$ cat src/cdsl_pkg.sv
// shared types, constants and index helpers for the circular deque with sorted insert
package cdsl_pkg;

    // store geometry
    localparam int STORE_DEPTH = 16;
    localparam int IDX_W       = (STORE_DEPTH > 1) ? $clog2(STORE_DEPTH) : 1;
    localparam int FUNC_W      = 3;
    localparam int DATA_W      = 32;
    localparam int STATUS_W    = 2;

    // command codes
    typedef enum logic [FUNC_W-1:0] {
        FN_PUSH_FRONT = 3'd0,
        FN_PUSH_BACK  = 3'd1,
        FN_POP_FRONT  = 3'd2,
        FN_POP_BACK   = 3'd3,
        FN_INSERT     = 3'd4,
        FN_REMOVE     = 3'd5
    } t_func;

    // result status codes
    typedef enum logic [STATUS_W-1:0] {
        ST_OK       = 2'd0,
        ST_FULL     = 2'd1,
        ST_EMPTY    = 2'd2,
        ST_NOTFOUND = 2'd3
    } t_status;

    // controller states
    typedef enum logic [3:0] {
        S_IDLE,
        S_EXEC,
        S_POP_WAIT,
        S_INS_RD,
        S_INS_CK,
        S_SHF_RD,
        S_SHF_CK,
        S_REM_RD,
        S_REM_CK,
        S_DEL_RD,
        S_DEL_CK,
        S_RESULT
    } t_state;

    // cursor update
    typedef enum logic [1:0] {
        CUR_HOLD,
        CUR_HEAD,
        CUR_INC
    } t_cur_op;

    // head / tail pointer update
    typedef enum logic [1:0] {
        PTR_HOLD,
        PTR_INC,
        PTR_DEC
    } t_ptr_op;

    // read address select
    typedef enum logic [1:0] {
        RD_CUR,
        RD_CUR_INC,
        RD_HEAD,
        RD_TAIL_DEC
    } t_rd_sel;

    // write address select
    typedef enum logic [1:0] {
        WR_CUR,
        WR_HEAD_DEC,
        WR_TAIL
    } t_wr_sel;

    // write data select
    typedef enum logic [1:0] {
        WD_VAL,
        WD_CARRY,
        WD_RDATA
    } t_wd_sel;

    // controller to datapath
    typedef struct packed {
        logic    load_cmd;
        t_cur_op cur_op;
        logic    rd_en;
        t_rd_sel rd_sel;
        logic    wr_en;
        t_wr_sel wr_sel;
        t_wd_sel wd_sel;
        t_ptr_op head_op;
        t_ptr_op tail_op;
        logic    carry_ld_val;
        logic    carry_ld_rdata;
        logic    st_ld;
        t_status st_val;
        logic    pop_clr;
        logic    pop_ld;
        logic    out_ld;
    } t_dp_cmd;

    // datapath to controller
    typedef struct packed {
        t_func func;
        logic  full;
        logic  empty;
        logic  cur_at_tail;
        logic  cur_inc_at_tail;
        logic  rd_le;
        logic  rd_eq;
        logic  out_free;
    } t_dp_stat;

    // circular increment
    function automatic logic [IDX_W-1:0] idx_inc(input logic [IDX_W-1:0] i);
        return (i == IDX_W'(STORE_DEPTH - 1)) ? '0 : i + IDX_W'(1);
    endfunction

    // circular decrement
    function automatic logic [IDX_W-1:0] idx_dec(input logic [IDX_W-1:0] i);
        return (i == '0) ? IDX_W'(STORE_DEPTH - 1) : i - IDX_W'(1);
    endfunction

endpackage

$ cat src/cdsl_dp.sv
// datapath: word store, head/tail/cursor pointers, carry word and result register
module cdsl_dp
    import cdsl_pkg::*;
(
    input  logic                i_clk,
    input  logic                i_rst_n,
    input  logic [FUNC_W-1:0]   i_func,
    input  logic [DATA_W-1:0]   i_data,
    input  t_dp_cmd             i_cmd,
    output t_dp_stat            o_stat,
    output logic                o_m_axis_tvalid,
    input  logic                i_m_axis_tready,
    output logic [DATA_W-1:0]   o_m_axis_tdata,
    output logic [STATUS_W-1:0] o_m_axis_tuser
);

    logic [DATA_W-1:0]   r_mem [STORE_DEPTH];
    logic [DATA_W-1:0]   r_rdata;
    logic [IDX_W-1:0]    r_head, n_head;
    logic [IDX_W-1:0]    r_tail, n_tail;
    logic [IDX_W-1:0]    r_cur,  n_cur;
    t_func               r_func;
    logic [DATA_W-1:0]   r_val;
    logic [DATA_W-1:0]   r_carry;
    t_status             r_status;
    logic [DATA_W-1:0]   r_popped;
    logic                r_out_valid;
    logic [DATA_W-1:0]   r_out_data;
    logic [STATUS_W-1:0] r_out_user;
    logic [IDX_W-1:0]    rd_addr;
    logic [IDX_W-1:0]    wr_addr;
    logic [DATA_W-1:0]   wr_data;

    // address and data selection
    always_comb begin
        case (i_cmd.rd_sel)
            RD_CUR:      rd_addr = r_cur;
            RD_CUR_INC:  rd_addr = idx_inc(r_cur);
            RD_HEAD:     rd_addr = r_head;
            RD_TAIL_DEC: rd_addr = idx_dec(r_tail);
            default:     rd_addr = r_cur;
        endcase
        case (i_cmd.wr_sel)
            WR_CUR:      wr_addr = r_cur;
            WR_HEAD_DEC: wr_addr = idx_dec(r_head);
            WR_TAIL:     wr_addr = r_tail;
            default:     wr_addr = r_cur;
        endcase
        case (i_cmd.wd_sel)
            WD_VAL:   wr_data = r_val;
            WD_CARRY: wr_data = r_carry;
            WD_RDATA: wr_data = r_rdata;
            default:  wr_data = r_val;
        endcase
    end

    // word store, one write and one registered read per cycle
    always_ff @(posedge i_clk) begin
        if (i_cmd.wr_en) begin
            r_mem[wr_addr] <= wr_data;
        end
        if (i_cmd.rd_en) begin
            r_rdata <= r_mem[rd_addr];
        end
    end

    // pointer next values
    always_comb begin
        case (i_cmd.head_op)
            PTR_INC: n_head = idx_inc(r_head);
            PTR_DEC: n_head = idx_dec(r_head);
            default: n_head = r_head;
        endcase
        case (i_cmd.tail_op)
            PTR_INC: n_tail = idx_inc(r_tail);
            PTR_DEC: n_tail = idx_dec(r_tail);
            default: n_tail = r_tail;
        endcase
        case (i_cmd.cur_op)
            CUR_HEAD: n_cur = r_head;
            CUR_INC:  n_cur = idx_inc(r_cur);
            default:  n_cur = r_cur;
        endcase
    end

    // control registers
    always_ff @(posedge i_clk) begin
        if (!i_rst_n) begin
            r_head      <= '0;
            r_tail      <= '0;
            r_out_valid <= 1'b0;
        end else begin
            r_head <= n_head;
            r_tail <= n_tail;
            if (i_cmd.out_ld) begin
                r_out_valid <= 1'b1;
            end else if (i_m_axis_tready) begin
                r_out_valid <= 1'b0;
            end
        end
    end

    // payload registers
    always_ff @(posedge i_clk) begin
        r_cur <= n_cur;
        if (i_cmd.load_cmd) begin
            r_func <= t_func'(i_func);
            r_val  <= i_data;
        end
        if (i_cmd.carry_ld_val) begin
            r_carry <= r_val;
        end else if (i_cmd.carry_ld_rdata) begin
            r_carry <= r_rdata;
        end
        if (i_cmd.st_ld) begin
            r_status <= i_cmd.st_val;
        end
        if (i_cmd.pop_clr) begin
            r_popped <= '0;
        end else if (i_cmd.pop_ld) begin
            r_popped <= r_rdata;
        end
        if (i_cmd.out_ld) begin
            r_out_data <= r_popped;
            r_out_user <= r_status;
        end
    end

    // status to controller
    always_comb begin
        o_stat.func            = r_func;
        o_stat.full            = (r_head == idx_inc(r_tail));
        o_stat.empty           = (r_head == r_tail);
        o_stat.cur_at_tail     = (r_cur == r_tail);
        o_stat.cur_inc_at_tail = (idx_inc(r_cur) == r_tail);
        o_stat.rd_le           = ($signed(r_rdata) <= $signed(r_val));
        o_stat.rd_eq           = (r_rdata == r_val);
        o_stat.out_free        = !r_out_valid || i_m_axis_tready;
    end

    assign o_m_axis_tvalid = r_out_valid;
    assign o_m_axis_tdata  = r_out_data;
    assign o_m_axis_tuser  = r_out_user;

endmodule

$ cat src/cdsl_ctrl.sv
// controller: sequences push, pop, sorted insert and sorted remove over the datapath
module cdsl_ctrl
    import cdsl_pkg::*;
(
    input  logic     i_clk,
    input  logic     i_rst_n,
    input  logic     i_s_axis_tvalid,
    output logic     o_s_axis_tready,
    input  t_dp_stat i_stat,
    output t_dp_cmd  o_cmd
);

    t_state r_state, n_state;

    // state register
    always_ff @(posedge i_clk) begin
        if (!i_rst_n) begin
            r_state <= S_IDLE;
        end else begin
            r_state <= n_state;
        end
    end

    // next state and datapath commands
    always_comb begin
        n_state = r_state;
        o_cmd   = '{
            load_cmd:       1'b0,
            cur_op:         CUR_HOLD,
            rd_en:          1'b0,
            rd_sel:         RD_CUR,
            wr_en:          1'b0,
            wr_sel:         WR_CUR,
            wd_sel:         WD_VAL,
            head_op:        PTR_HOLD,
            tail_op:        PTR_HOLD,
            carry_ld_val:   1'b0,
            carry_ld_rdata: 1'b0,
            st_ld:          1'b0,
            st_val:         ST_OK,
            pop_clr:        1'b0,
            pop_ld:         1'b0,
            out_ld:         1'b0
        };
        o_s_axis_tready = (r_state == S_IDLE);

        case (r_state)
            S_IDLE: begin
                if (i_s_axis_tvalid) begin
                    o_cmd.load_cmd = 1'b1;
                    n_state        = S_EXEC;
                end
            end

            // decide the command; pushes, refused and unknown commands finish here
            S_EXEC: begin
                o_cmd.pop_clr = 1'b1;
                o_cmd.st_ld   = 1'b1;
                n_state       = S_RESULT;
                case (i_stat.func)
                    FN_PUSH_FRONT: begin
                        if (i_stat.full) begin
                            o_cmd.st_val = ST_FULL;
                        end else begin
                            o_cmd.wr_en   = 1'b1;
                            o_cmd.wr_sel  = WR_HEAD_DEC;
                            o_cmd.head_op = PTR_DEC;
                        end
                    end
                    FN_PUSH_BACK: begin
                        if (i_stat.full) begin
                            o_cmd.st_val = ST_FULL;
                        end else begin
                            o_cmd.wr_en   = 1'b1;
                            o_cmd.wr_sel  = WR_TAIL;
                            o_cmd.tail_op = PTR_INC;
                        end
                    end
                    FN_POP_FRONT: begin
                        if (i_stat.empty) begin
                            o_cmd.st_val = ST_EMPTY;
                        end else begin
                            o_cmd.rd_en   = 1'b1;
                            o_cmd.rd_sel  = RD_HEAD;
                            o_cmd.head_op = PTR_INC;
                            n_state       = S_POP_WAIT;
                        end
                    end
                    FN_POP_BACK: begin
                        if (i_stat.empty) begin
                            o_cmd.st_val = ST_EMPTY;
                        end else begin
                            o_cmd.rd_en   = 1'b1;
                            o_cmd.rd_sel  = RD_TAIL_DEC;
                            o_cmd.tail_op = PTR_DEC;
                            n_state       = S_POP_WAIT;
                        end
                    end
                    FN_INSERT: begin
                        if (i_stat.full) begin
                            o_cmd.st_val = ST_FULL;
                        end else begin
                            o_cmd.cur_op       = CUR_HEAD;
                            o_cmd.carry_ld_val = 1'b1;
                            n_state            = S_INS_RD;
                        end
                    end
                    FN_REMOVE: begin
                        if (i_stat.empty) begin
                            o_cmd.st_val = ST_EMPTY;
                        end else begin
                            o_cmd.cur_op = CUR_HEAD;
                            n_state      = S_REM_RD;
                        end
                    end
                    default: begin
                        o_cmd.st_val = ST_OK;
                    end
                endcase
            end

            S_POP_WAIT: begin
                o_cmd.pop_ld = 1'b1;
                n_state      = S_RESULT;
            end

            // insert scan and ripple: the carry word drops into place at the tail
            S_INS_RD, S_SHF_RD: begin
                if (i_stat.cur_at_tail) begin
                    o_cmd.wr_en   = 1'b1;
                    o_cmd.wr_sel  = WR_CUR;
                    o_cmd.wd_sel  = WD_CARRY;
                    o_cmd.tail_op = PTR_INC;
                    n_state       = S_RESULT;
                end else begin
                    o_cmd.rd_en  = 1'b1;
                    o_cmd.rd_sel = RD_CUR;
                    n_state      = (r_state == S_INS_RD) ? S_INS_CK : S_SHF_CK;
                end
            end

            // still scanning while stored word <= new word, else start swapping
            S_INS_CK, S_SHF_CK: begin
                o_cmd.cur_op = CUR_INC;
                if (r_state == S_INS_CK && i_stat.rd_le) begin
                    n_state = S_INS_RD;
                end else begin
                    o_cmd.wr_en          = 1'b1;
                    o_cmd.wr_sel         = WR_CUR;
                    o_cmd.wd_sel         = WD_CARRY;
                    o_cmd.carry_ld_rdata = 1'b1;
                    n_state              = S_SHF_RD;
                end
            end

            // remove scan for the first equal word
            S_REM_RD: begin
                if (i_stat.cur_at_tail) begin
                    o_cmd.st_ld  = 1'b1;
                    o_cmd.st_val = ST_NOTFOUND;
                    n_state      = S_RESULT;
                end else begin
                    o_cmd.rd_en  = 1'b1;
                    o_cmd.rd_sel = RD_CUR;
                    n_state      = S_REM_CK;
                end
            end

            S_REM_CK: begin
                if (i_stat.rd_eq) begin
                    n_state = S_DEL_RD;
                end else begin
                    o_cmd.cur_op = CUR_INC;
                    n_state      = S_REM_RD;
                end
            end

            // close the gap: move each later word down by one
            S_DEL_RD: begin
                if (i_stat.cur_inc_at_tail) begin
                    o_cmd.tail_op = PTR_DEC;
                    n_state       = S_RESULT;
                end else begin
                    o_cmd.rd_en  = 1'b1;
                    o_cmd.rd_sel = RD_CUR_INC;
                    n_state      = S_DEL_CK;
                end
            end

            S_DEL_CK: begin
                o_cmd.wr_en  = 1'b1;
                o_cmd.wr_sel = WR_CUR;
                o_cmd.wd_sel = WD_RDATA;
                o_cmd.cur_op = CUR_INC;
                n_state      = S_DEL_RD;
            end

            // hand the result to the output register once it has room
            S_RESULT: begin
                if (i_stat.out_free) begin
                    o_cmd.out_ld = 1'b1;
                    n_state      = S_IDLE;
                end
            end

            default: begin
                n_state = S_IDLE;
            end
        endcase
    end

endmodule

$ cat src/circular_deque_sorted_list_top.sv
// top level of the circular deque with sorted insert and remove
//
//  channel   dir  tdata (low bit up)     tuser (low bit up)
//  s_axis    in   data_value[31:0]       func[2:0]
//  m_axis    out  popped_value[31:0]     status[1:0]
//
//  one request at a time; sorted insert/remove scan or move stored words one by one,
//  each word taking a read state and then a compare/write state, set by the
//  registered read of the word store (read, then compare/write)
//  the next request is taken while an earlier result still waits in the output register
//  synchronous active-low reset empties the store (head = tail = 0) and drops o_m_axis_tvalid
//  a stalled output holds the finished result and the next one waits in the controller
module circular_deque_sorted_list_top
    import cdsl_pkg::*;
(
    input  logic                i_clk,
    input  logic                i_rst_n,
    input  logic                i_s_axis_tvalid,
    output logic                o_s_axis_tready,
    input  logic [DATA_W-1:0]   i_s_axis_tdata,   // data_value
    input  logic [FUNC_W-1:0]   i_s_axis_tuser,   // func
    output logic                o_m_axis_tvalid,
    input  logic                i_m_axis_tready,
    output logic [DATA_W-1:0]   o_m_axis_tdata,   // popped_value
    output logic [STATUS_W-1:0] o_m_axis_tuser    // status
);

    t_dp_cmd  dp_cmd;
    t_dp_stat dp_stat;

    // controller
    cdsl_ctrl u_ctrl (
        .i_clk           (i_clk),
        .i_rst_n         (i_rst_n),
        .i_s_axis_tvalid (i_s_axis_tvalid),
        .o_s_axis_tready (o_s_axis_tready),
        .i_stat          (dp_stat),
        .o_cmd           (dp_cmd)
    );

    // datapath
    cdsl_dp u_dp (
        .i_clk           (i_clk),
        .i_rst_n         (i_rst_n),
        .i_func          (i_s_axis_tuser),
        .i_data          (i_s_axis_tdata),
        .i_cmd           (dp_cmd),
        .o_stat          (dp_stat),
        .o_m_axis_tvalid (o_m_axis_tvalid),
        .i_m_axis_tready (i_m_axis_tready),
        .o_m_axis_tdata  (o_m_axis_tdata),
        .o_m_axis_tuser  (o_m_axis_tuser)
    );

    // a taken request keeps the input closed for at least the next cycle
    a_busy_after_accept: assert property (
        @(posedge i_clk) disable iff (!i_rst_n)
        (i_s_axis_tvalid && o_s_axis_tready) |=> !o_s_axis_tready
    ) else $error("input ready right after a request was taken");

    // a command with an error status returns a zero word
    a_zero_on_error: assert property (
        @(posedge i_clk) disable iff (!i_rst_n)
        (o_m_axis_tvalid && o_m_axis_tuser != ST_OK) |-> (o_m_axis_tdata == '0)
    ) else $error("nonzero popped word with error status");

    // the store can never look both full and empty
    a_full_empty: assert property (
        @(posedge i_clk) disable iff (!i_rst_n)
        !(dp_stat.full && dp_stat.empty)
    ) else $error("store flagged full and empty at once");

    // a result is loaded only into a free output slot
    a_no_overwrite: assert property (
        @(posedge i_clk) disable iff (!i_rst_n)
        (dp_cmd.out_ld) |-> (!o_m_axis_tvalid || i_m_axis_tready)
    ) else $error("pending result overwritten");

endmodule

$ cat config.mk
export PLATFORM = sky130hd
export DESIGN_NAME = circular_deque_sorted_list_top
export DESIGN_NICKNAME = d
export VERILOG_FILES = /design/src/cdsl_pkg.sv /design/src/cdsl_dp.sv /design/src/cdsl_ctrl.sv /design/src/circular_deque_sorted_list_top.sv
export SDC_FILE = /design/constraint.sdc
export NUM_CORES = 1
export LEC_CHECK = 0
export BUFFER_PORTS_ARGS = -buffer_cell sky130_fd_sc_hd__buf_4
export CAP_MARGIN = 10
export CORE_MARGIN = 2
export CORE_UTILIZATION = 28
export CTS_CLUSTER_DIAMETER = 120
export CTS_CLUSTER_SIZE = 30
export DETAILED_ROUTE_END_ITERATION = 10
export SYNTH_ARGS = -nofsm -noshare
export SYNTH_HDL_FRONTEND = slang
export SYNTH_SLANG_ARGS = --single-unit
$ cat constraint.sdc
create_clock -name i_clk -period 6.8 [get_ports i_clk]
set_clock_uncertainty 0.2 [all_clocks]
set_input_delay 1.36 -clock i_clk [delete_from_list [all_inputs] [get_ports i_clk]]
set_output_delay 1.36 -clock i_clk [all_outputs]
set_load 0.03 [all_outputs]
Word level (Yosys, flattened, before mapping)
Memory sizes are Yosys's and may differ from the RTL's. A register that Yosys moved wholly into a read port is not among the register bits.
Index checks and enable logic that the tools add are counted.
{"block": "op_classes", "n_addsub": 5, "n_eq_ne": 39, "reduce_logical": 21, "mux": 72, "order_cmp": 1}
{"cell": "32-bit two-way mux", "n": 2}
{"cell": "32-bit one-hot mux with 2 select lines", "n": 1}
{"cell": "4-bit two-way mux", "n": 12}
{"cell": "4-bit one-hot mux with 10 select lines", "n": 1}
{"cell": "32-bit equality test", "n": 1}
{"cell": "32-bit less-or-equal comparator", "n": 1}
{"cell": "4-bit one-hot mux with 2 select lines", "n": 4}
{"cell": "4-bit equality test (second input constant)", "n": 7}
{"cell": "3-bit two-way mux", "n": 8}
{"cell": "1-bit two-way mux", "n": 20}
{"cell": "2-bit one-hot mux with 3 select lines", "n": 3}
{"cell": "3-bit one-hot mux with 2 select lines", "n": 3}
{"cell": "4-bit by 3-bit equality test with 1-bit output (second input constant)", "n": 4}
{"cell": "4-bit equality test", "n": 4}
{"cell": "2-bit two-way mux", "n": 8}
{"cell": "2-bit one-hot mux with 2 select lines", "n": 4}
{"cell": "4-bit one-hot mux with 4 select lines", "n": 1}
{"cell": "2-bit equality test (second input constant)", "n": 7}
{"cell": "4-bit by 1-bit adder with 4-bit output (second input constant)", "n": 3}
{"cell": "2-bit by 1-bit equality test with 1-bit output (second input constant)", "n": 6}
{"cell": "4-bit zero test", "n": 3}
{"cell": "3-bit one-hot mux with 4 select lines", "n": 1}
{"cell": "4-bit one-hot mux with 3 select lines", "n": 1}
{"cell": "3-bit OR reduction", "n": 4}
{"cell": "other kinds (17)", "n": 29}
{"block": "totals", "word_cells": 151, "regBits": 152, "input_bits": 39, "memories": 1, "out_inout_bits": 36, "mem_bits_rw": 512}
{"memory": "u_dp.r_mem", "depth": 16, "word_bits": 32, "read_ports": 1, "rd_ports_with_merged_regs": 1, "wr": 1, "line_no": "cdsl_dp.sv:17", "source": "logic [DATA_W-1:0] r_mem [STORE_DEPTH];"}

Logic depth before layout (Yosys ltp)
{"block": "depth", "word_depth": 8, "depth_mapped": 16, "mapped_depth_nobuf": 16}

Modules after synthesis
Synthesis repeated with hierarchy kept, for this count alone.
{"block": "unflattened", "cells_unflattened": 1726, "area_unflattened_um2": 28693.8}
{"module": "cdsl_dp", "seq_area_each_um2": 20369.5, "n_inst": 1, "cells_each": 1622, "area_each_um2": 28023.1}
{"module": "cdsl_ctrl", "seq_area_each_um2": 80.1, "n_inst": 1, "cells_each": 104, "area_each_um2": 670.6}

Least setup slack after synthesis
OpenSTA, ideal clock, no wires.
{"block": "synth_path", "path_type": "reg2reg", "startpoint": "register u_dp.r_tail[1]", "endpoint": "memory u_dp.r_mem[11][0] (enable)", "stages_incl_launch_ff": 13, "t_arrival_ns": 6.393, "synth_period_minus_slack_ns": 7.107, "path_buffers": 2, "path_slack_ns": -0.307, "setup_ns": 0.513, "required_ns": 6.087, "path_cell_list": "dfxtp_1 clkbuf_1 inv_1 ha_1 xor2_1 nor4_1 nor3b_1 ha_1 clkbuf_1 inv_1 o21ai_0 nand2b_1 nor4b_1"}
{"block": "synth_via", "elab_chain_cells": 8, "word_cells_on_any_way": 15, "cone_classes": "1 x add/sub; 5 x eq/ne; 9 x mux"}
{"element": "start: declaration", "line_no": "cdsl_dp.sv:20", "source": "logic [IDX_W-1:0] r_tail, n_tail;"}
{"element": "start signal: assignment", "line_no": "cdsl_dp.sv:94", "source": "r_tail <= n_tail;"}
{"element": "4-bit by 1-bit adder with 4-bit output or 4-bit equality test (tied branches)", "line_no": "cdsl_pkg.sv:115", "source": "return (i == IDX_W'(STORE_DEPTH - 1)) ? '0 : i + IDX_W'(1);"}
{"element": "4-bit two-way mux", "line_no": "cdsl_pkg.sv:115"}
{"element": "4-bit equality test", "line_no": "cdsl_dp.sv:132", "source": "o_stat.full = (r_head == idx_inc(r_tail));"}
{"element": "3-bit two-way mux (on tied branches)", "line_no": "cdsl_ctrl.sv:62, cdsl_ctrl.sv:71"}
{"element": "3-bit one-hot mux with 2 select lines", "line_no": "cdsl_ctrl.sv:60", "source": "case (i_stat.func)"}
{"element": "3-bit one-hot mux with 4 select lines", "line_no": "cdsl_ctrl.sv:47", "source": "case (r_state)"}
{"element": "2-bit equality test, or another cell as far along", "line_no": "cdsl_dp.sv:43", "source": "case (i_cmd.wr_sel)"}
{"element": "4-bit one-hot mux with 2 select lines or 1-bit two-way mux (tied branches)", "line_no": "cdsl_dp.sv:43, cdsl_dp.sv:60"}
{"element": "end: declaration", "line_no": "cdsl_dp.sv:17"}
Parallel ways exist; a longest one is shown, timed or not.

Final worst setup path
{"block": "layout_path", "startpoint": "register u_dp.r_rdata[31], read port of u_dp.r_mem", "endpoint": "memory u_dp.r_mem[14][11] (data pin)"}
{"block": "layout_via", "elab_chain_cells": 6, "word_cells_on_any_way": 7, "cone_classes": "1 x order compare; 2 x eq/ne; 3 x mux; 1 x reduce/logical"}
{"element": "start: declaration", "line_no": "cdsl_dp.sv:18", "source": "logic [DATA_W-1:0] r_rdata;"}
{"element": "32-bit less-or-equal comparator *", "line_no": "cdsl_dp.sv:136", "source": "o_stat.rd_le = ($signed(r_rdata) <= $signed(r_val));"}
{"element": "1-bit logical AND *", "line_no": "cdsl_ctrl.sv:145", "source": "if (r_state == S_INS_CK && i_stat.rd_le) begin"}
{"element": "5-bit two-way mux *", "line_no": "cdsl_ctrl.sv:145"}
{"element": "2-bit one-hot mux with 3 select lines *", "line_no": "cdsl_ctrl.sv:47"}
{"element": "2-bit equality test or 2-bit by 1-bit equality test with 1-bit output (tied branches)", "line_no": "cdsl_dp.sv:49", "source": "case (i_cmd.wd_sel)"}
{"element": "32-bit one-hot mux with 2 select lines *", "line_no": "cdsl_dp.sv:49"}
{"element": "net u_dp.wr_data[11]", "line_no": "cdsl_dp.sv:32", "source": "logic [DATA_W-1:0] wr_data;"}
The timed path passes the listed nets; every way through them passes the cells marked *.

==> out/qor.csv <==
stage,metric,value,unit
sta,finalMaxSlewViolations,0,
final_layout,finalNonFillerCells,3521,
floorplanning,die_h,327,um
sta,tightest_slew,1241,ps
route,drc,0,
floorplanning,dieArea,0.1069,mm2
final_layout,nNetsFinal,2205,
route,num_vias,17369,
sta,rsz0062_at_grt,false,
sta,min_period_over_period,77.53,%
route,drtIter0Drc,1819,
placement,routabilityCongestion,0.8331,
grt,grt_max_degree,174,
synthesis,netlist_instances,2099,
placement,dp_slack,1581,ps
route,first_pass_iters,5,
placement,numPortBuffers,74,
critical_path,crit_fanout,21,
clock_tree,clock_sink_count,696,
hold_path,min_path_type,reg -> reg,
synthesis,synth_area_leaders,"edfxtp_1, nand2_1, a311oi_1, dfxtp_1, and2_1",
synthesis,ys_ff_latch,696,
sta,relSlewSlack,17.28,%
sta,min_period,5272,ps
critical_path,path_class,reg -> reg,
floorplanning,io_pins,75,
placement,placed_cells,3463,
final_layout,syn_to_final_growth,10.81,%
route,ant_nets,0,
grt,grt_pass1_wl,110000,um
critical_path,required,6860,ps
synthesis,synth_most_common_cell,edfxtp_1,
floorplanning,core-area,0.1035,mm2
clock_tree,post_cts_buffers,0,
clock_tree,cts_buffers,27,
final_layout,drive_above_1_share,13.27,%
clock_tree,cts.path.max_buffers,3,
grt,grt_usage,13.53,%
critical_path,rrSetupSlack,1530,ps
placement,post-dp-hpwl,42570,um
floorplanning,die_w,327,um
clock_tree,htreeDepth,1,
job,maxCapViolations,0,
synthesis,synth_ff_type,edfxtp_1,
grt,grt_pass1_vias,16667,
synthesis,syn_nets,2184,
route,wl_per_cell,21.14,um
synthesis,synth_area_per_cell,13.92,um2
synthesis,yosysUniqueCellTypes,68,
critical_path,critPathArrivalTime,5330,ps
clock_tree,ctsResizeCount,0,
synthesis,yosys-top-cells-count,"edfxtp_1, nand2_1, a311oi_1, and2_1, clkbuf_1",
sta,timing.final.ws_setup,1528,ps
synthesis,synth_seq_area_share,70.00,%
clock_tree,clk_pin_slew,120,ps
outcome,status,completed,
sta,finalSetupViolations,0,
synthesis,synth_area_leader_cell,edfxtp_1,
power_and_ir_drop,vdd_ir_drop_max,521.6,uV
synthesis,async_flop_share,0,%
clock_tree,clock-root-buffer,clkbuf_16,
floorplanning,row_count,118,
clock_tree,cts_tree,done,
grt,antenna_found_initial,1,
synthesis,synth_edf_count,651,
floorplanning,initial_utilization,28.22,%
power_and_ir_drop,powerDensity,428.0,mW/mm2
synthesis,syn_area,0.02921,mm2
synthesis,yosysWarnings,0,
synthesis,synth_top_area_share,66.92,%
sta,final-hold-violation-count,0,
critical_path,start_kind,register,
route,wl,74450,um
power_and_ir_drop,p_leak,10.33,nW
sta,fmax,189.7,MHz
clock_tree,clock_latency,640,ps
clock_tree,cts_hold_buf,0,
critical_path,end_kind,register,
final_layout,n_fill_cell,10191,
grt,grt-ovfl-total,0,
route,viasPerCell,4.933,
==> cell usage in the layout (no fill, tap or decap), types with 45 or more instances in the layout <==
master	instances
a311oi_1	129
nand2_1	348
buf_4	132
edfxtp_1	651
a21oi_1	91
inv_1	56
a211oi_2	45
a211oi_1	88
ha_1	45
dfxtp_1	45
and2_1	118
==> cells by family after synthesis <==
logic type	share of synthesized area (%)
AOI/OAI and AO/OA	12.52
DFF	70.00
muxes	1.426
adders and majority gates	1.970
and+or+nand+nor	10.54
buffers and inverters	2.968
xor gates and xnor gates	0.5697
==> layout make-up <==
class	count	area, um2	area share [%]
Timing Repair Buffer	138	1111	3.432
Clock buffer	48	754.5	2.331
Sequential cell	696	20450	63.17
Antenna cell	1	2.502	0.007730
Inverter	56	210.2	0.6494
Tap cell	1380	1727	5.334
Multi-Input combinational cell	1201	8087	24.98
Clock inverter	1	30.03	0.09276
==> per-layer routing <==
metal / vias up / wire (um) / part of all wire, % / global-route usage [%]
li1: 8047 / - / - / -
met1: 8794 / 31600 / 42 / 17.58
met2: 446 / 37640 / 51 / 24.12
met3: 82 / 3590 / 4.8 / 1.381
met4: 0 / 1612 / 2.2 / 3.361
met5: - / 0 / 0 / 0
==> report_power, final <==
| part | total (mW) | internal (mW) | switching (mW) | leakage, nW |
|---|---|---|---|---|
| clock network | 2.03 | 0.772 | 1.26 | 0.369 |
| registers | 6.19 | 5.88 | 0.310 | 6.25 |
| logic | 5.63 | 1.74 | 3.90 | 3.71 |
| total | 13.9 | 8.38 | 5.47 | 10.3 |
==> final timing paths <==
kind                                   start                                to  cells past startpoint
setup / recovery  u_dp.r_rdata[31]$_DFFE_PP_      u_dp.r_mem[14][11]$_DFFE_PP_                     12
hold / removal    u_dp.r_status[1]$_DFFE_PP_  u_dp.o_m_axis_tuser[1]$_DFFE_PP_                      0
setup reg to reg  u_dp.r_rdata[31]$_DFFE_PP_      u_dp.r_mem[14][11]$_DFFE_PP_                     12
hold reg to reg   u_dp.r_status[1]$_DFFE_PP_  u_dp.o_m_axis_tuser[1]$_DFFE_PP_                      0
==> sequential cells by signal (all words and copies together) (netlist names) <==
name	flops
u_dp.o_m_axis_tvalid	1
u_dp.o_m_axis_tdata	32
u_dp.r_cur	4
u_dp.r_tail	4
u_dp.r_mem	512
u_dp.r_val	32
u_dp.r_carry	32
u_ctrl.r_state	4
u_dp.r_popped	32
u_dp.r_func	3
u_dp.r_status	2
u_dp.r_head	4
u_dp.o_m_axis_tuser	2
u_dp.r_rdata	32
==> per-stage QoR <==
stage / hold slack (ps) / util (%) / instance area, um2 / power [mW] / TNS (ps)
floorplan: 200.3 / - / 29220 / 10.00 / -26790
global placement: 206.2 / 30.46 / 31520 / 11.82 / 0
detailed placement: 207.5 / 30.46 / 31520 / 11.88 / 0
CTS: 236.3 / 31.22 / 32310 / 13.89 / 0
global route: 237.3 / 31.28 / 32370 / 14.59 / 0
finish: 236.1 / 31.28 / 32370 / 13.85 / 0
==> worst max-delay path, cell delays in order (launching register included) <==
cell and delay (ps):
edfxtp_1 460, ha_1 380, nand4_1 130, or2_2 330, nor3_1 280, nand3_1 270, a31oi_1 290, a31oi_1 250
or2_2 380, ha_2 620, buf_4 330, a221oi_1 80, a21oi_1 900
No activity file was read; power rests on OpenSTA's default activity.
